## src/sv/ctb_pkg.sv

```systemverilog
// ----------------------------------------------------------------------------
// ctb_pkg
// Types and fixed field widths for the countdown timer bank.
// ----------------------------------------------------------------------------
`default_nettype none

package ctb_pkg;

   localparam int KIND_W    = 2;
   localparam int ID_W      = 4;
   localparam int SECS_IN_W = 16;
   localparam int SLOT_W    = 4;

   typedef enum logic [KIND_W-1:0] {
      KIND_SET   = 2'd0,
      KIND_UNSET = 2'd1,
      KIND_TICK  = 2'd2
   } kind_type;

   localparam logic EVT_START = 1'b0;
   localparam logic EVT_STOP  = 1'b1;

   typedef enum logic [1:0] {
      ST_IDLE = 2'b01,
      ST_SCAN = 2'b10
   } state_type;

   // controller to datapath
   typedef struct packed {
      logic accept;
      logic scan_en;
   } ctb_cmd_type;

   // datapath to controller
   typedef struct packed {
      logic pend_valid;
      logic scan_done;
   } ctb_sts_type;

endpackage

`default_nettype wire

```

## src/sv/ctb_ram.sv

```systemverilog
// ----------------------------------------------------------------------------
// ctb_ram
// Generic single write port, single read port RAM with registered read.
// ----------------------------------------------------------------------------
`default_nettype none

module ctb_ram #(
   parameter int WIDTH = 16,
   parameter int DEPTH = 16
) (
   input  wire logic                     clock,
   input  wire logic                     wr_en,
   input  wire logic [$clog2(DEPTH)-1:0] wr_addr,
   input  wire logic [WIDTH-1:0]         wr_data,
   input  wire logic [$clog2(DEPTH)-1:0] rd_addr,
   output logic      [WIDTH-1:0]         rd_data
);

   logic [WIDTH-1:0] mem_ff [DEPTH];

   always_ff @(posedge clock) begin
      if (wr_en) begin
         mem_ff[wr_addr] <= wr_data;
      end
      rd_data <= mem_ff[rd_addr];
   end

endmodule

`default_nettype wire

```

## src/sv/ctb_ctrl.sv

```systemverilog
// ----------------------------------------------------------------------------
// ctb_ctrl
// Controller: takes requests when idle and runs the tick scan to its end.
// ----------------------------------------------------------------------------
`default_nettype none

module ctb_ctrl
   import ctb_pkg::*;
(
   input  wire logic              clock,
   input  wire logic              reset,
   input  wire logic              req_valid,
   input  wire logic [KIND_W-1:0] req_kind,
   output logic                   req_ready,
   output ctb_cmd_type            cmd,
   input  wire ctb_sts_type       sts
);

   state_type state_ff, state_in;

   always_comb begin
      req_ready   = (state_ff == ST_IDLE) && !sts.pend_valid;
      cmd.accept  = req_valid && req_ready;
      cmd.scan_en = (state_ff == ST_SCAN);
      state_in    = state_ff;
      case (state_ff)
         ST_IDLE: begin
            if (cmd.accept && (req_kind == KIND_TICK)) begin
               state_in = ST_SCAN;
            end
         end
         ST_SCAN: begin
            if (sts.scan_done) begin
               state_in = ST_IDLE;
            end
         end
         default: begin
            state_in = ST_IDLE;
         end
      endcase
   end

   always_ff @(posedge clock) begin
      if (reset) begin
         state_ff <= ST_IDLE;
      end else begin
         state_ff <= state_in;
      end
   end

endmodule

`default_nettype wire

```

## src/sv/ctb_dpath.sv

```systemverilog
// ----------------------------------------------------------------------------
// ctb_dpath
// Datapath: active flags, count RAM, slot scanner, pending event and output
// register.
// ----------------------------------------------------------------------------
`default_nettype none

module ctb_dpath
   import ctb_pkg::*;
#(
   parameter int NUM_TIMERS    = 16,
   parameter int SECONDS_WIDTH = 16
) (
   input  wire logic                 clock,
   input  wire logic                 reset,
   input  wire ctb_cmd_type          cmd,
   output ctb_sts_type               sts,
   input  wire logic [KIND_W-1:0]    req_kind,
   input  wire logic [ID_W-1:0]      req_timer_id,
   input  wire logic [SECS_IN_W-1:0] req_seconds,
   input  wire logic                 rsp_ready,
   output logic                      rsp_valid,
   output logic                      rsp_event_res,
   output logic      [SLOT_W-1:0]    rsp_slot,
   output logic                      rsp_last
);

   localparam int IDX_W = $clog2(NUM_TIMERS);

   logic [NUM_TIMERS-1:0]    active_ff, active_in;
   logic [IDX_W-1:0]         rd_idx_ff, rd_idx_in;
   logic [IDX_W-1:0]         chk_idx_ff, chk_idx_in;
   logic                     chk_vld_ff, chk_vld_in;
   logic                     pend_valid_ff, pend_valid_in;
   logic                     pend_evt_ff, pend_evt_in;
   logic [SLOT_W-1:0]        pend_slot_ff, pend_slot_in;
   logic                     pend_final_ff, pend_final_in;
   logic                     rsp_valid_ff, rsp_valid_in;
   logic                     rsp_evt_ff, rsp_evt_in;
   logic [SLOT_W-1:0]        rsp_slot_ff, rsp_slot_in;
   logic                     rsp_last_ff, rsp_last_in;

   logic                     ram_we;
   logic [IDX_W-1:0]         ram_waddr;
   logic [SECONDS_WIDTH-1:0] ram_wdata;
   logic [IDX_W-1:0]         ram_raddr;
   logic [SECONDS_WIDTH-1:0] ram_rdata;

   logic                     id_ok;
   logic [IDX_W-1:0]         id_idx;
   logic                     id_act;
   logic [SECONDS_WIDTH-1:0] secs;
   logic                     chk_act;
   logic                     chk_last;
   logic                     expire;
   logic                     out_take;
   logic                     advance;
   logic                     move_out;

   ctb_ram #(
      .WIDTH (SECONDS_WIDTH),
      .DEPTH (NUM_TIMERS)
   ) u_count_ram (
      .clock   (clock),
      .wr_en   (ram_we),
      .wr_addr (ram_waddr),
      .wr_data (ram_wdata),
      .rd_addr (ram_raddr),
      .rd_data (ram_rdata)
   );

   always_comb begin
      id_ok    = int'(req_timer_id) < NUM_TIMERS;
      id_idx   = IDX_W'(req_timer_id);
      id_act   = id_ok && active_ff[id_idx];
      secs     = SECONDS_WIDTH'(req_seconds);
      chk_act  = chk_vld_ff && active_ff[chk_idx_ff];
      chk_last = (chk_idx_ff == IDX_W'(NUM_TIMERS - 1));
      // counts of zero and one both run out on this tick
      expire   = chk_act && (ram_rdata < SECONDS_WIDTH'(2));
      out_take = !rsp_valid_ff || rsp_ready;
      // a second expiry stalls the scan until the held event can move out
      advance  = cmd.scan_en && !(expire && pend_valid_ff && !out_take);
      move_out = pend_valid_ff && out_take && (pend_final_ff || (advance && expire));
      // on a stall the checked slot is read again so the read data stays put
      ram_raddr = advance ? rd_idx_ff : chk_idx_ff;

      sts.pend_valid = pend_valid_ff;
      sts.scan_done  = advance && chk_vld_ff && chk_last;

      active_in     = active_ff;
      rd_idx_in     = rd_idx_ff;
      chk_idx_in    = chk_idx_ff;
      chk_vld_in    = chk_vld_ff;
      pend_valid_in = pend_valid_ff;
      pend_evt_in   = pend_evt_ff;
      pend_slot_in  = pend_slot_ff;
      pend_final_in = pend_final_ff;
      rsp_valid_in  = rsp_valid_ff;
      rsp_evt_in    = rsp_evt_ff;
      rsp_slot_in   = rsp_slot_ff;
      rsp_last_in   = rsp_last_ff;
      ram_we        = 1'b0;
      ram_waddr     = chk_idx_ff;
      ram_wdata     = ram_rdata - SECONDS_WIDTH'(1);

      // output register
      if (move_out) begin
         rsp_valid_in  = 1'b1;
         rsp_evt_in    = pend_evt_ff;
         rsp_slot_in   = pend_slot_ff;
         rsp_last_in   = pend_final_ff;
         pend_valid_in = 1'b0;
      end else if (rsp_ready) begin
         rsp_valid_in = 1'b0;
      end

      // set and unset finish in the accepting cycle
      if (cmd.accept && (req_kind == KIND_SET) && id_ok) begin
         ram_we    = 1'b1;
         ram_waddr = id_idx;
         ram_wdata = secs;
         if (!id_act) begin
            active_in[id_idx] = 1'b1;
            pend_valid_in     = 1'b1;
            pend_evt_in       = EVT_START;
            pend_slot_in      = req_timer_id;
            pend_final_in     = 1'b1;
         end
      end
      if (cmd.accept && (req_kind == KIND_UNSET) && id_act) begin
         active_in[id_idx] = 1'b0;
         pend_valid_in     = 1'b1;
         pend_evt_in       = EVT_STOP;
         pend_slot_in      = req_timer_id;
         pend_final_in     = 1'b1;
      end
      if (cmd.accept && (req_kind == KIND_TICK)) begin
         rd_idx_in  = '0;
         chk_vld_in = 1'b0;
      end

      // tick scan, one slot per cycle while the scan is not stalled
      if (advance) begin
         chk_vld_in = 1'b1;
         chk_idx_in = rd_idx_ff;
         rd_idx_in  = rd_idx_ff + IDX_W'(1);
         if (chk_act) begin
            if (expire) begin
               active_in[chk_idx_ff] = 1'b0;
               pend_valid_in         = 1'b1;
               pend_evt_in           = EVT_STOP;
               pend_slot_in          = SLOT_W'(chk_idx_ff);
               pend_final_in         = chk_last;
            end else begin
               ram_we = 1'b1;
            end
         end
         if (chk_vld_ff && chk_last) begin
            chk_vld_in = 1'b0;
            if (!expire && pend_valid_ff) begin
               pend_final_in = 1'b1;
            end
         end
      end
   end

   always_ff @(posedge clock) begin
      if (reset) begin
         active_ff     <= '0;
         chk_vld_ff    <= 1'b0;
         pend_valid_ff <= 1'b0;
         rsp_valid_ff  <= 1'b0;
      end else begin
         active_ff     <= active_in;
         chk_vld_ff    <= chk_vld_in;
         pend_valid_ff <= pend_valid_in;
         rsp_valid_ff  <= rsp_valid_in;
      end
   end

   always_ff @(posedge clock) begin
      rd_idx_ff     <= rd_idx_in;
      chk_idx_ff    <= chk_idx_in;
      pend_evt_ff   <= pend_evt_in;
      pend_slot_ff  <= pend_slot_in;
      pend_final_ff <= pend_final_in;
      rsp_evt_ff    <= rsp_evt_in;
      rsp_slot_ff   <= rsp_slot_in;
      rsp_last_ff   <= rsp_last_in;
   end

   assign rsp_valid     = rsp_valid_ff;
   assign rsp_event_res = rsp_evt_ff;
   assign rsp_slot      = rsp_slot_ff;
   assign rsp_last      = rsp_last_ff;

endmodule

`default_nettype wire

```

## src/sv/countdown_timer_bank_core.sv

```systemverilog
// ----------------------------------------------------------------------------
// countdown_timer_bank_core
// Bank of numbered countdown timers with start and stop events.
//
//   channel  direction  fields                              handshake
//   req      in         req_kind, req_timer_id, req_seconds req_valid/req_ready
//   rsp      out        rsp_event_res, rsp_slot, rsp_last   rsp_valid/rsp_ready
//
// set and unset are done in the cycle they are taken; their event goes via the
// pending event register, then the output register, to rsp. a tick keeps
// req_ready low while it scans: slot 0 is read, then one slot per cycle except while the scan waits on rsp.
// requests wait while an event is still held ahead of the output register.
// synchronous reset clears the active flags at once; counts need no clearing.
// ----------------------------------------------------------------------------
`default_nettype none

module countdown_timer_bank_core
   import ctb_pkg::*;
#(
   parameter int NUM_TIMERS    = 16,
   parameter int SECONDS_WIDTH = 16
) (
   input  wire logic                 clock,
   input  wire logic                 reset,
   input  wire logic                 req_valid,
   output logic                      req_ready,
   input  wire logic [KIND_W-1:0]    req_kind,
   input  wire logic [ID_W-1:0]      req_timer_id,
   input  wire logic [SECS_IN_W-1:0] req_seconds,
   output logic                      rsp_valid,
   input  wire logic                 rsp_ready,
   output logic                      rsp_event_res,
   output logic      [SLOT_W-1:0]    rsp_slot,
   output logic                      rsp_last
);

   ctb_cmd_type cmd;
   ctb_sts_type sts;

   ctb_ctrl u_ctrl (
      .clock     (clock),
      .reset     (reset),
      .req_valid (req_valid),
      .req_kind  (req_kind),
      .req_ready (req_ready),
      .cmd       (cmd),
      .sts       (sts)
   );

   ctb_dpath #(
      .NUM_TIMERS    (NUM_TIMERS),
      .SECONDS_WIDTH (SECONDS_WIDTH)
   ) u_dpath (
      .clock         (clock),
      .reset         (reset),
      .cmd           (cmd),
      .sts           (sts),
      .req_kind      (req_kind),
      .req_timer_id  (req_timer_id),
      .req_seconds   (req_seconds),
      .rsp_ready     (rsp_ready),
      .rsp_valid     (rsp_valid),
      .rsp_event_res (rsp_event_res),
      .rsp_slot      (rsp_slot),
      .rsp_last      (rsp_last)
   );

endmodule

`default_nettype wire

```

## config.mk

```make
export PLATFORM = sky130hd
export DESIGN_NAME = countdown_timer_bank_core
export DESIGN_NICKNAME = d
export VERILOG_FILES = /design/src/sv/ctb_pkg.sv /design/src/sv/ctb_ram.sv /design/src/sv/ctb_ctrl.sv /design/src/sv/ctb_dpath.sv /design/src/sv/countdown_timer_bank_core.sv
export SDC_FILE = /design/constraint.sdc
export NUM_CORES = 1
export LEC_CHECK = 0
export BUFFER_PORTS_ARGS = -buffer_cell sky130_fd_sc_hd__buf_2
export CORE_MARGIN = 1
export CORE_UTILIZATION = 55
export DETAILED_ROUTE_END_ITERATION = 12
export PLACE_DENSITY = 0.74
export REMOVE_ABC_BUFFERS = 1
export SYNTH_ARGS = -nofsm -noshare
export SYNTH_HDL_FRONTEND = slang
export SYNTH_SLANG_ARGS = --single-unit
```

## constraint.sdc

```tcl
create_clock -name clock -period 7.1 [get_ports clock]
set_input_delay 0.355 -clock clock [delete_from_list [all_inputs] [get_ports clock]]
set_output_delay 0.355 -clock clock [all_outputs]
set_load 0.02 [all_outputs]
```

==> Implementation_results.wiki, run 1 <==
{| class="wikitable"
! Metric !! Value
|-
| Fraction of the core area covered by cells at the end of the flow || 0.630
|-
| Kind of end point of the critical path || flip-flop
|-
| Peak supply drop || 0.264 mV
|-
| Cell Area, Synth || 13300 um2
|-
| Overall routing resource usage || 0.276
|-
| Part of the Yosys area used for sequential elements || 0.669
|-
| Critical Path Start Type || flip-flop
|-
| Io pins || 34
|-
| Share of synthesized registers carrying an async set or reset || 0
|-
| Number of standard cells after synthesis || 973
|-
| Skew-Pair Late Insertion Delay || 570 ps
|-
| Count of maximum capacitance violations || 0
|-
| Resize count post-CTS || 0
|-
| Die height || 158 um
|-
| Initial antenna violation count || 0
|-
| Starting utilization of the core area || 0.565
|-
| Number of global-route vias before repair || 8500
|-
| Length in cells of the worst reg-to-reg path || 9
|-
| Sequential cell area in the final layout || 8930 um2
|-
| Startpoint of the worst-slack reg-to-reg timing path || u_dpath.u_count_ram.rd_data[6]
|-
| Ordered cell list for the critical path || or3_1 -> or4_4 -> or3_1 -> o31ai_4 -> buf_4 -> nand3_4 -> mux2_2 -> a2111oi_0 -> or3b_2
|-
| Cell type of the slowest stage on the worst timing path || nand3_4
|-
| Post-CTS Hold Buffers || 0
|-
| CTS tree || yes
|-
| Top achievable clock speed || 0.199 GHz
|-
| Worst min path class || input pin to flip-flop
|-
| Initial DRC count || 809
|-
| Diode insertion count for antenna repair || 0
|-
| GRT Residual Overflow || 0
|-
| Residual DRC count || 0
|-
| Share of the synthesized area in the top cell type || 0.598
|-
| Final worst-path setup slack || 2080 ps
|-
| Total CTS buffers || 31
|-
| Detailed Place HPWL || 19500 um
|-
| Hold Path Stages || 3
|-
| Slew margin rel. || 0.0814
|-
| Number of max-slew violations in the final report || 0
|-
| Most common cell in the netlist || edfxtp_1
|-
| Antenna viol nets, final || 0
|-
| Leakage power total || 4.99 nW
|-
| Die outline area || 24900 um2
|-
| Flops & latches, synth || 313
|-
| Design Area, Final || 14900 um2
|-
| Layout Area Growth over Synthesis || 11.4%
|-
| Clk sink count || 313
|-
| Buffers from clock root to sink, at most || 3
|-
| Final Critical Period || 5020 ps
|-
| Worst stage delay on the critical path || 790 ps
|-
| Post-detailed-route via-to-cell ratio || 6.57
|-
| Final Cycle Share || 0.707
|-
| Launch instance of the worst min-delay path || rsp_ready
|-
| Synth Area per Inst || 13.7 um2
|-
| Filler cell count || 1732
|-
| Horizontal die dimension || 158 um
|-
| Synth warn || 0
|-
| Area taken by multi-input logic gates || 4170 um2
|-
| Top cells by area in the synthesized netlist || edfxtp_1 60%, dfxtp_1 7.0%, mux2i_1 5.5%, a21oi_1 2.8%, o211ai_1 2.8%
|-
| Outcome || completed
|-
| Number of port buffers || 33
|-
| Critical Path Most Common Cell || or3_1
|-
| First-pass GRT wire length || 50300 um
|-
| Final Skew || 16.7 ps
|-
| Distinct cell type count after synthesis || 51
|-
| Worst hold slack || 102 ps
|-
| Endpoint required time on the critical path || 7540 ps
|-
| Count of endpoints failing setup in the final report || 0
|-
| Top flip-flop cell by instance count after synthesis || edfxtp_1
|-
| Fraction of layout cells with a size suffix above 1 || 0.172
|-
| WL/cell || 25.0 um
|-
| TNS Setup || 0 ps
|-
| Kind of critical path || flip-flop to flip-flop
|-
| Maximum net fanout on the critical path || 50
|-
| Number of H-tree levels || 1
|-
| Post-detailed-routing wire length || 33300 um
|-
| Launching element of the worst setup path || u_dpath.u_count_ram.rd_data[6]
|-
| Clock-pin transition on the worst setup and hold timing paths || 60 ps
|-
| Total setup buffers inserted after CTS || 0
|-
| Fin. Hold Viols || 0
|-
| CTS root buffer || clkbuf_16
|-
| Worst path arrival time || 5460 ps
|-
| Final net count || 1022
|-
| Standard cell core area || 23600 um2
|-
| Library cell with the largest summed area after synthesis || edfxtp_1
|-
| Post-place instance area || 13900 um2
|-
| Most numerous cell types in the synthesized netlist || 266 x edfxtp_1, 76 x a21oi_1, 74 x mux2i_1, 53 x clkbuf_1, 50 x nand4_1
|-
| Number of vias in the routed layout || 8758
|-
| Number of cell rows || 56
|-
| Maximum number of pins on one net before global-route repair || 66
|-
| Unrepaired setup endpoints after global routing || false
|-
| GPL Wtd Cong || 0.897
|-
| EDFF count, synth || 266
|-
| Slew at the pin closest to its max-slew limit || 1370 ps
|-
| Drt first pass iters || 6
|-
| Power per cell area || 280 nW/um2
|-
| Setup WS pre-CTS || 2140 ps
|}
==> metrics by stage <==
stage / power, mW / cells
3_3_place_gp: 2.64 / 1280
2_1_floorplan: 2.49 / 902
3_5_place_dp: 2.65 / 1280
4_1_cts: 4.18 / 1334
6_report: 4.16 / 1334
5_1_grt: 4.29 / 1334
==> routing by layer <==
| metal | global-route usage | vias to the layer above | part of all wire |
|---|---|---|---|
| met4 | 0.111 | 0 | 0.040 |
| met1 | 0.374 | 4238 | 0.39 |
| met2 | 0.430 | 528 | 0.46 |
| met5 | 0 | - | 0 |
| met3 | 0.0649 | 91 | 0.10 |
| li1 | - | 3901 | - |
==> path summary, 6_finish.rpt <==
kind                                         end  slack, ps
setup / recovery  u_dpath.u_count_ram.rd_data[2]       2080
hold / removal                 u_dpath.rsp_valid        100
setup reg to reg  u_dpath.u_count_ram.rd_data[2]       2080
hold reg to reg            u_dpath.rsp_event_res        430
==> state kept, by name, summed over array words and instances, names as in the netlist, 2 cells and up <==
| register | count |
|---|---|
| u_dpath.u_count_ram.mem_ff | 256 |
| u_dpath.active_ff | 16 |
| u_dpath.u_count_ram.rd_data | 16 |
| u_dpath.chk_idx_ff | 4 |
| u_dpath.pend_slot_ff | 4 |
| u_dpath.rd_idx_ff | 4 |
| u_dpath.rsp_slot | 4 |
| u_ctrl.state_ff | 2 |
==> kinds of logic after synthesis <==
logic type / Yosys count / share of synthesized area
xor gates and xnor gates: 15 / 0.00984
muxes: 107 / 0.0892
AOI/OAI and AO/OA: 226 / 0.112
and+or+nand+nor: 228 / 0.0934
DFF: 313 / 0.669
adders and majority gates: 2 / 0.00187
buffers and inverters: 82 / 0.0246
==> where the power goes <==
group	internal (mW)	switching, mW
combinational	0.146	0.289
sequential	2.14	0.0406
clock	0.878	0.666
total	3.17	0.996
==> placed cells by master, fill, tap and decap left out, drive strengths merged, types with 6 or more instances in the layout <==
| master | synthesis | routed |
|---|---|---|
| or3b | 10 | 10 |
| clkinv | 1 | 12 |
| dfxtp | 47 | 47 |
| o22a | 12 | 12 |
| mux4 | 7 | 7 |
| nor4 | 6 | 6 |
| xnor2 | 11 | 11 |
| or2 | 7 | 7 |
| nand3 | 15 | 15 |
| nand2 | 38 | 38 |
| o22ai | 23 | 23 |
| nand2b | 7 | 7 |
| a21oi | 76 | 76 |
| nor2 | 47 | 47 |
| o211ai | 49 | 49 |
| clkbuf | 53 | 41 |
| a2111oi | 32 | 32 |
| nor3b | 7 | 7 |
| or3 | 9 | 9 |
| nor3 | 14 | 14 |
| edfxtp | 266 | 266 |
| mux2 | 26 | 26 |
| mux2i | 74 | 74 |
| nand4 | 50 | 50 |
| o21ai | 24 | 24 |
| inv | 10 | 11 |
| buf | 18 | 59 |
==> area by class of cell <==
| type | count | area share |
|---|---|---|
| flip-flops and latches | 313 | 0.600 |
| clock buffers | 41 | 0.0574 |
| multi-input cells | 578 | 0.280 |
| clock inverters | 13 | 0.00723 |
| well taps | 319 | 0.0268 |
| inverters | 11 | 0.00278 |
| repair buffers | 59 | 0.0251 |
==> worst max-delay path: cells and delay by family, from the launching register on <==
kind	cells	cell delay, ps
AND/OR/NAND/NOR	5	2710
AO/OA/AOI/OAI	2	650
multiplexers	1	570
buffers and inverters	1	500
flip-flops	1	340
Note: power is estimated with default switching activity, not from simulation.
==> run 2: changes to the inputs <==
==> constraint.sdc (replaced) <==
create_clock -name clock -period 5.13 [get_ports clock]
set_input_delay 0.2565 -clock clock [delete_from_list [all_inputs] [get_ports clock]]
set_output_delay 0.2565 -clock clock [all_outputs]
set_load 0.02 [all_outputs]
==> Implementation_results.wiki, run 2 (synthesis gave the netlist of run 1 again) <==
{| class="wikitable"
! Metric !! Value
|-
| Worst setup slack for register-to-register paths || 860 ps
|-
| Worst setup path endpoint || u_dpath.u_count_ram.rd_data[7]
|-
| Number of cell rows || 56
|-
| Largest register by flop count || u_dpath.u_count_ram.mem_ff
|-
| Antenna viol nets, final || 0
|-
| Post-place instance area || 14100 um2
|-
| Layout Area Growth over Synthesis || 13.1%
|-
| Total setup buffers inserted after CTS || 0
|-
| GRT Residual Overflow || 0
|-
| Post-detailed-route via-to-cell ratio || 6.62
|-
| Switch Pwr || 1.41 mW
|-
| Kind of critical path || flip-flop to flip-flop
|-
| Fraction of power spent switching nets || 0.237
|-
| Final Critical Period || 4270 ps
|-
| Power per cell area || 394 nW/um2
|-
| Cell type of the slowest stage on the worst timing path || a31oi_4
|-
| Residual DRC count || 0
|-
| Clk sink count || 313
|-
| CTS tree || yes
|-
| Combinational Power Share || 0.105
|-
| Top achievable clock speed || 0.234 GHz
|-
| Length in cells of the worst reg-to-reg path || 9
|-
| Slew at the pin closest to its max-slew limit || 1160 ps
|-
| CTS root buffer || clkbuf_16
|-
| Worst min path class || input pin to flip-flop
|-
| Filler cell count || 1716
|-
| Count of endpoints failing setup in the final report || 0
|-
| Final Skew || 8.57 ps
|-
| Skew-Pair Late Insertion Delay || 570 ps
|-
| Standard cell core area || 23600 um2
|-
| Critical Path Start Type || flip-flop
|-
| Initial antenna violation count || 0
|-
| Diode insertion count for antenna repair || 0
|-
| Top Registers || u_dpath.u_count_ram.mem_ff x256, u_dpath.active_ff x16, u_dpath.u_count_ram.rd_data x16
|-
| Peak supply drop || 0.310 mV
|-
| Slew margin rel. || 0.220
|-
| First-pass GRT wire length || 51400 um
|-
| Post-CTS Hold Buffers || 0
|-
| Overall routing resource usage || 0.283
|-
| Initial DRC count || 1022
|-
| Total CTS buffers || 31
|-
| Unrepaired setup endpoints after global routing || false
|-
| Leakage power total || 5.11 nW
|-
| Buffers from clock root to sink, at most || 3
|-
| Worst path arrival time || 4720 ps
|-
| Most common cell after layout, fill and taps aside || edfxtp_1
|-
| Resize count post-CTS || 0
|-
| Cell Int Power || 4.54 mW
|-
| GPL Wtd Cong || 0.893
|-
| Maximum net fanout on the critical path || 23
|-
| Leading cell types in the layout, fill and taps excluded || 266 x edfxtp_1, 76 x a21oi_1, 72 x mux2i_1, 50 x nand4_1, 49 x o211ai_1
|-
| Horizontal die dimension || 158 um
|-
| Io pins || 34
|-
| Die outline area || 24900 um2
|-
| Final worst-path setup slack || 858 ps
|-
| Worst stage delay on the critical path || 710 ps
|-
| Kind of end point of the critical path || flip-flop
|-
| Maximum number of pins on one net before global-route repair || 53
|-
| Number of H-tree levels || 1
|-
| Final Cycle Share || 0.833
|-
| Flop pwr share || 0.508
|-
| Outcome || completed
|-
| WL/cell || 25.5 um
|-
| Endpoint required time on the critical path || 5580 ps
|-
| Startpoint of the worst-slack reg-to-reg timing path || u_dpath.chk_idx_ff[0]
|-
| Setup WS pre-CTS || 971 ps
|-
| Detailed Place HPWL || 20300 um
|-
| Post-detailed-routing wire length || 34600 um
|-
| Fraction of layout cells with a size suffix above 1 || 0.187
|-
| Final net count || 1042
|-
| Number of port buffers || 33
|-
| Clock-pin transition on the worst setup and hold timing paths || 60 ps
|-
| R2R Path End || u_dpath.u_count_ram.rd_data[7]
|-
| Die height || 158 um
|-
| Count of maximum capacitance violations || 0
|-
| Max reg flops || 256
|-
| Starting utilization of the core area || 0.565
|-
| Design Area, Final || 15100 um2
|-
| Drt first pass iters || 6
|-
| Ordered cell list for the critical path || mux4_2 -> o22ai_1 -> o32ai_1 -> a31oi_4 -> mux2i_2 -> buf_4 -> a21oi_1 -> a2111oi_0 -> or3b_2
|-
| Number of max-slew violations in the final report || 0
|-
| Number of global-route vias before repair || 8550
|-
| Number of vias in the routed layout || 8989
|-
| Clk network pwr share || 0.387
|-
| Worst hold slack || 63.0 ps
|-
| Launching element of the worst setup path || u_dpath.chk_idx_ff[0]
|-
| Fin. Hold Viols || 0
|}
==> run 2: changes by cell type in the layout (fill, tap and decap cells not counted), moves of 4 or more <==
cell,delta
bufinv_16,+4
clkbuf_8,-4
buf_4,+20
clkinv_1,+4
o21ai_0,+6
o21ai_1,-6
==> run 2: area by class of cell <==
cell class / count / area [um2] / share of cell area
flip-flops and latches: 313 / 8930 / 0.591
clock buffers: 37 / 798 / 0.0529
repair buffers: 79 / 523 / 0.0346
well taps: 319 / 399 / 0.0264
multi-input cells: 578 / 4170 / 0.276
clock inverters: 20 / 239 / 0.0158
inverters: 11 / 41.3 / 0.00273
==> run 2: critical path: cells and delay by family, from the launching register on <==
kind            cells  cell delay [ps]
flops               1              690
simple gates        1              470
buf+inv             1              270
compound gates      5             1600
mux                 2             1100
==> run 2: layer usage <==
metal | GRT usage | part of all wire | wire [um]
met1 | 0.393 | 0.40 | 13900
met3 | 0.0534 | 0.099 | 3430
met2 | 0.446 | 0.47 | 16200
met4 | 0.0989 | 0.031 | 1090
met5 | 0 | 0 | 0
==> run 2: per-stage QoR <==
stage / TNS, ps / power, mW / std cells / util
after global placement: 0 / 3.67 / 1300 / 0.596
after detailed placement: 0 / 3.69 / 1300 / 0.596
after CTS: 0 / 5.97 / 1357 / 0.639
after global routing: 0 / 6.11 / 1357 / 0.639
after floorplan: -22530 / 3.44 / 902 / -
final: 0 / 5.95 / 1357 / 0.639
==> run 2: worst min path at each step <==
stage	startpoint	to	cells past startpoint
2_1_floorplan	reset	u_dpath.chk_vld_ff	1
3_3_place_gp	u_dpath.pend_slot_ff[3]	u_dpath.rsp_slot[3]	0
3_5_place_dp	u_dpath.pend_slot_ff[3]	u_dpath.rsp_slot[3]	0
4_1_cts	rsp_ready	u_dpath.rsp_valid	3
5_1_grt	rsp_ready	u_dpath.rsp_valid	3
6_report	rsp_ready	u_dpath.rsp_valid	3
==> run 2: power groups by stage <==
stage	logic, mW	clock network [mW]	registers, mW
global route	0.670	2.41	3.03
finish	0.624	2.31	3.03
CTS	0.616	2.33	3.02
global placement	0.600	0	3.07
detailed placement	0.613	0	3.08
floorplan	0.379	0	3.06
==> run 3: changes to the inputs <==
--- a/config.mk
+++ b/config.mk
@@ -5,11 +5,12 @@
 export SDC_FILE = /design/constraint.sdc
 export NUM_CORES = 1
 export LEC_CHECK = 0
+export ABC_AREA = 1
 export BUFFER_PORTS_ARGS = -buffer_cell sky130_fd_sc_hd__buf_2
 export CORE_MARGIN = 1
 export CORE_UTILIZATION = 55
 export DETAILED_ROUTE_END_ITERATION = 12
-export PLACE_DENSITY = 0.74
+export PLACE_DENSITY = 0.73
 export REMOVE_ABC_BUFFERS = 1
 export SYNTH_ARGS = -nofsm -noshare
 export SYNTH_HDL_FRONTEND = slang
==> constraint.sdc (replaced) <==
create_clock -name clock -period 4 [get_ports clock]
set_input_delay 0.2 -clock clock [delete_from_list [all_inputs] [get_ports clock]]
set_output_delay 0.2 -clock clock [all_outputs]
set_load 0.02 [all_outputs]
==> Implementation_results.wiki, run 3 <==
{| class="wikitable"
! Metric !! Value
|-
| Filler cell count || 2027
|-
| Count of maximum capacitance violations || 0
|-
| Leading cell types in the layout, fill and taps excluded || 296 x nand3_1, 272 x nand2_1, 266 x edfxtp_1, 251 x inv_1, 64 x nand3b_1
|-
| Top flip-flop cell by instance count after synthesis || edfxtp_1
|-
| Top cells by area in the synthesized netlist || edfxtp_1 55%, nand3_1 10%, nand2_1 7.1%, inv_1 6.5%, dfxtp_1 6.5%
|-
| Critical Path Start Type || flip-flop
|-
| EDFF count, synth || 266
|-
| Synth warn || 0
|-
| Top achievable clock speed || 0.302 GHz
|-
| Io pins || 34
|-
| CTS root buffer || clkbuf_16
|-
| Antenna viol nets, final || 0
|-
| Share of synthesized registers carrying an async set or reset || 0
|-
| Starting utilization of the core area || 0.566
|-
| Number of max-slew violations in the final report || 0
|-
| Number of standard cells after synthesis || 1478
|-
| Distinct cell type count after synthesis || 33
|-
| Cell type of the slowest stage on the worst timing path || o21ai_2
|-
| Power per cell area || 488 nW/um2
|-
| Number of cell rows || 58
|-
| Drt first pass iters || 5
|-
| Fraction of the core area covered by cells at the end of the flow || 0.636
|-
| CTS tree || yes
|-
| Initial DRC count || 1239
|-
| Setup WS pre-CTS || 713 ps
|-
| Most common cell in the netlist || nand3_1
|-
| Sequential cell area in the final layout || 8930 um2
|-
| Area taken by multi-input logic gates || 4160 um2
|-
| Most common cell after layout, fill and taps aside || nand3_1
|-
| Number of global-route vias before repair || 9822
|-
| Buffers from clock root to sink, at most || 3
|-
| Number of vias in the routed layout || 10600
|-
| WP buf/inv || 3
|-
| Top Registers || u_dpath.u_count_ram.mem_ff x256, u_dpath.active_ff x16, u_dpath.u_count_ram.rd_data x16
|-
| Maximum net fanout on the critical path || 17
|-
| Flops & latches, synth || 313
|-
| Die height || 164 um
|-
| Count of endpoints failing setup in the final report || 0
|-
| Most numerous cell types in the synthesized netlist || 297 x nand3_1, 274 x nand2_1, 266 x edfxtp_1, 251 x inv_1
|-
| Fraction of layout cells with a size suffix above 1 || 0.104
|-
| Final Skew || 29.7 ps
|-
| Kind of end point of the critical path || flip-flop
|-
| Final net count || 1542
|-
| Post-place instance area || 15000 um2
|-
| Skew-Pair Late Insertion Delay || 510 ps
|-
| Kind of critical path || flip-flop to flip-flop
|-
| Final worst-path setup slack || 692 ps
|-
| Clk sink count || 313
|-
| Share of the synthesized area in the top cell type || 0.554
|-
| Number of H-tree levels || 2
|-
| Residual DRC count || 0
|-
| Outcome || completed
|-
| Worst stage delay on the critical path || 970 ps
|-
| Cell Area, Synth || 14400 um2
|-
| Worst hold slack || 23.7 ps
|-
| Slew at the pin closest to its max-slew limit || 1240 ps
|-
| Peak supply drop || 0.439 mV
|-
| Initial antenna violation count || 0
|-
| GPL Wtd Cong || 0.894
|-
| Part of the Yosys area used for sequential elements || 0.619
|-
| Post-detailed-routing wire length || 35500 um
|-
| Layout Area Growth over Synthesis || 12.3%
|-
| Total CTS buffers || 34
|-
| Design Area, Final || 16200 um2
|-
| Worst min path class || input pin to flip-flop
|-
| Largest register by flop count || u_dpath.u_count_ram.mem_ff
|-
| Horizontal die dimension || 164 um
|-
| Post-detailed-route via-to-cell ratio || 5.65
|-
| Unrepaired setup endpoints after global routing || false
|-
| Endpoint required time on the critical path || 4390 ps
|-
| Final Cycle Share || 0.827
|-
| Standard cell core area || 25500 um2
|-
| Detailed Place HPWL || 21400 um
|-
| Slew margin rel. || 0.171
|-
| Overall routing resource usage || 0.271
|-
| First-pass GRT wire length || 54900 um
|-
| Ordered cell list for the critical path || inv_2 -> nand2_1 -> nand2_1 -> nand2_1 -> nand2_1 -> nand2_1 -> nand2_1 -> inv_1 -> nand2_2 -> nand4_2 -> nand2_4 -> o21ai_2 -> inv_2 -> nand3_1 -> nand2_1
|-
| Max reg flops || 256
|-
| Fin. Hold Viols || 0
|-
| Leakage power total || 6.61 nW
|-
| Cell class contributing the biggest share of worst-path delay || simple AND/OR/NAND/NOR gates
|-
| Maximum number of pins on one net before global-route repair || 69
|-
| Final Critical Period || 3310 ps
|-
| Number of port buffers || 33
|-
| Clock-pin transition on the worst setup and hold timing paths || 60 ps
|-
| Total setup buffers inserted after CTS || 0
|-
| Die outline area || 26900 um2
|-
| Critical Path Most Common Cell || nand2_1
|-
| Sum of internal, switching and leakage power || 7.91 mW
|-
| Library cell with the largest summed area after synthesis || edfxtp_1
|-
| GRT Residual Overflow || 0
|-
| WL/cell || 19.0 um
|-
| Diode insertion count for antenna repair || 0
|-
| Synth Area per Inst || 9.76 um2
|-
| Worst path arrival time || 3700 ps
|}
## run 3: layout make-up
cell class / count / share of cell area
Clock buffer: 47 / 0.0581
Inverter: 254 / 0.0588
Tap cell: 330 / 0.0255
Clock inverter: 14 / 0.0128
Timing Repair Buffer: 79 / 0.0371
Multi-Input combinational cell: 832 / 0.257
Sequential cell: 313 / 0.551
## run 3: path summary, 6_finish.rpt
path,startpoint,end,depth (start not counted),slack [ps]
max,u_dpath.chk_idx_ff[0],u_dpath.u_count_ram.rd_data[0],15,690
min,rsp_ready,u_dpath.rsp_valid,4,20
max reg2reg,u_dpath.chk_idx_ff[0],u_dpath.u_count_ram.rd_data[0],15,690
min reg2reg,u_dpath.pend_slot_ff[0],u_dpath.rsp_slot[0],0,440
## run 3: kinds of logic (layout without fill, tap and decap cells)
kind of cell             count (synthesis)  after routing  synth area share
buffers and inverters                  333            394            0.0984
flip-flops                             313            313             0.619
XOR/XNOR                                 9              9           0.00546
AO/OA/AOI/OAI                           80             80            0.0339
adder cells (fa/ha/maj)                  2              2           0.00173
AND/OR/NAND/NOR                        741            741             0.241
## run 3: routing by layer
| layer | global-route usage | routed length [um] | vias to the layer above |
|---|---|---|---|
| li1 | - | - | 5023 |
| met4 | 0.0779 | 799 | 0 |
| met5 | 0 | 0 | - |
| met3 | 0.0432 | 2980 | 71 |
| met1 | 0.388 | 15200 | 5016 |
| met2 | 0.430 | 16500 | 452 |
## run 3: repair_timing
item	CTS	global route
hold buffers	1	0
resized for setup	0	0
endpoints found under the setup margin	0	0
hold endpoints to repair	4	0
## run 3: worst reg2reg max path: cells and delay by family, from the launching register on
kind | cells | cell delay, ps
and+or+nand+nor | 11 | 1010
AOI/OAI and AO/OA | 1 | 970
buffers and inverters | 3 | 700
DFF | 1 | 510
## run 3: per-stage QoR
stage               setup TNS [ps]  instances
finish                           0       1869
global route                     0       1869
CTS                              0       1869
detailed placement               0       1807
global placement                 0       1807
floorplan                   -49720       1399
## run 3: where the power goes
part           total (mW)  internal, mW  switching (mW)
combinational       0.832         0.221           0.611
clock                3.23          1.98            1.25
sequential           3.85          3.80          0.0550
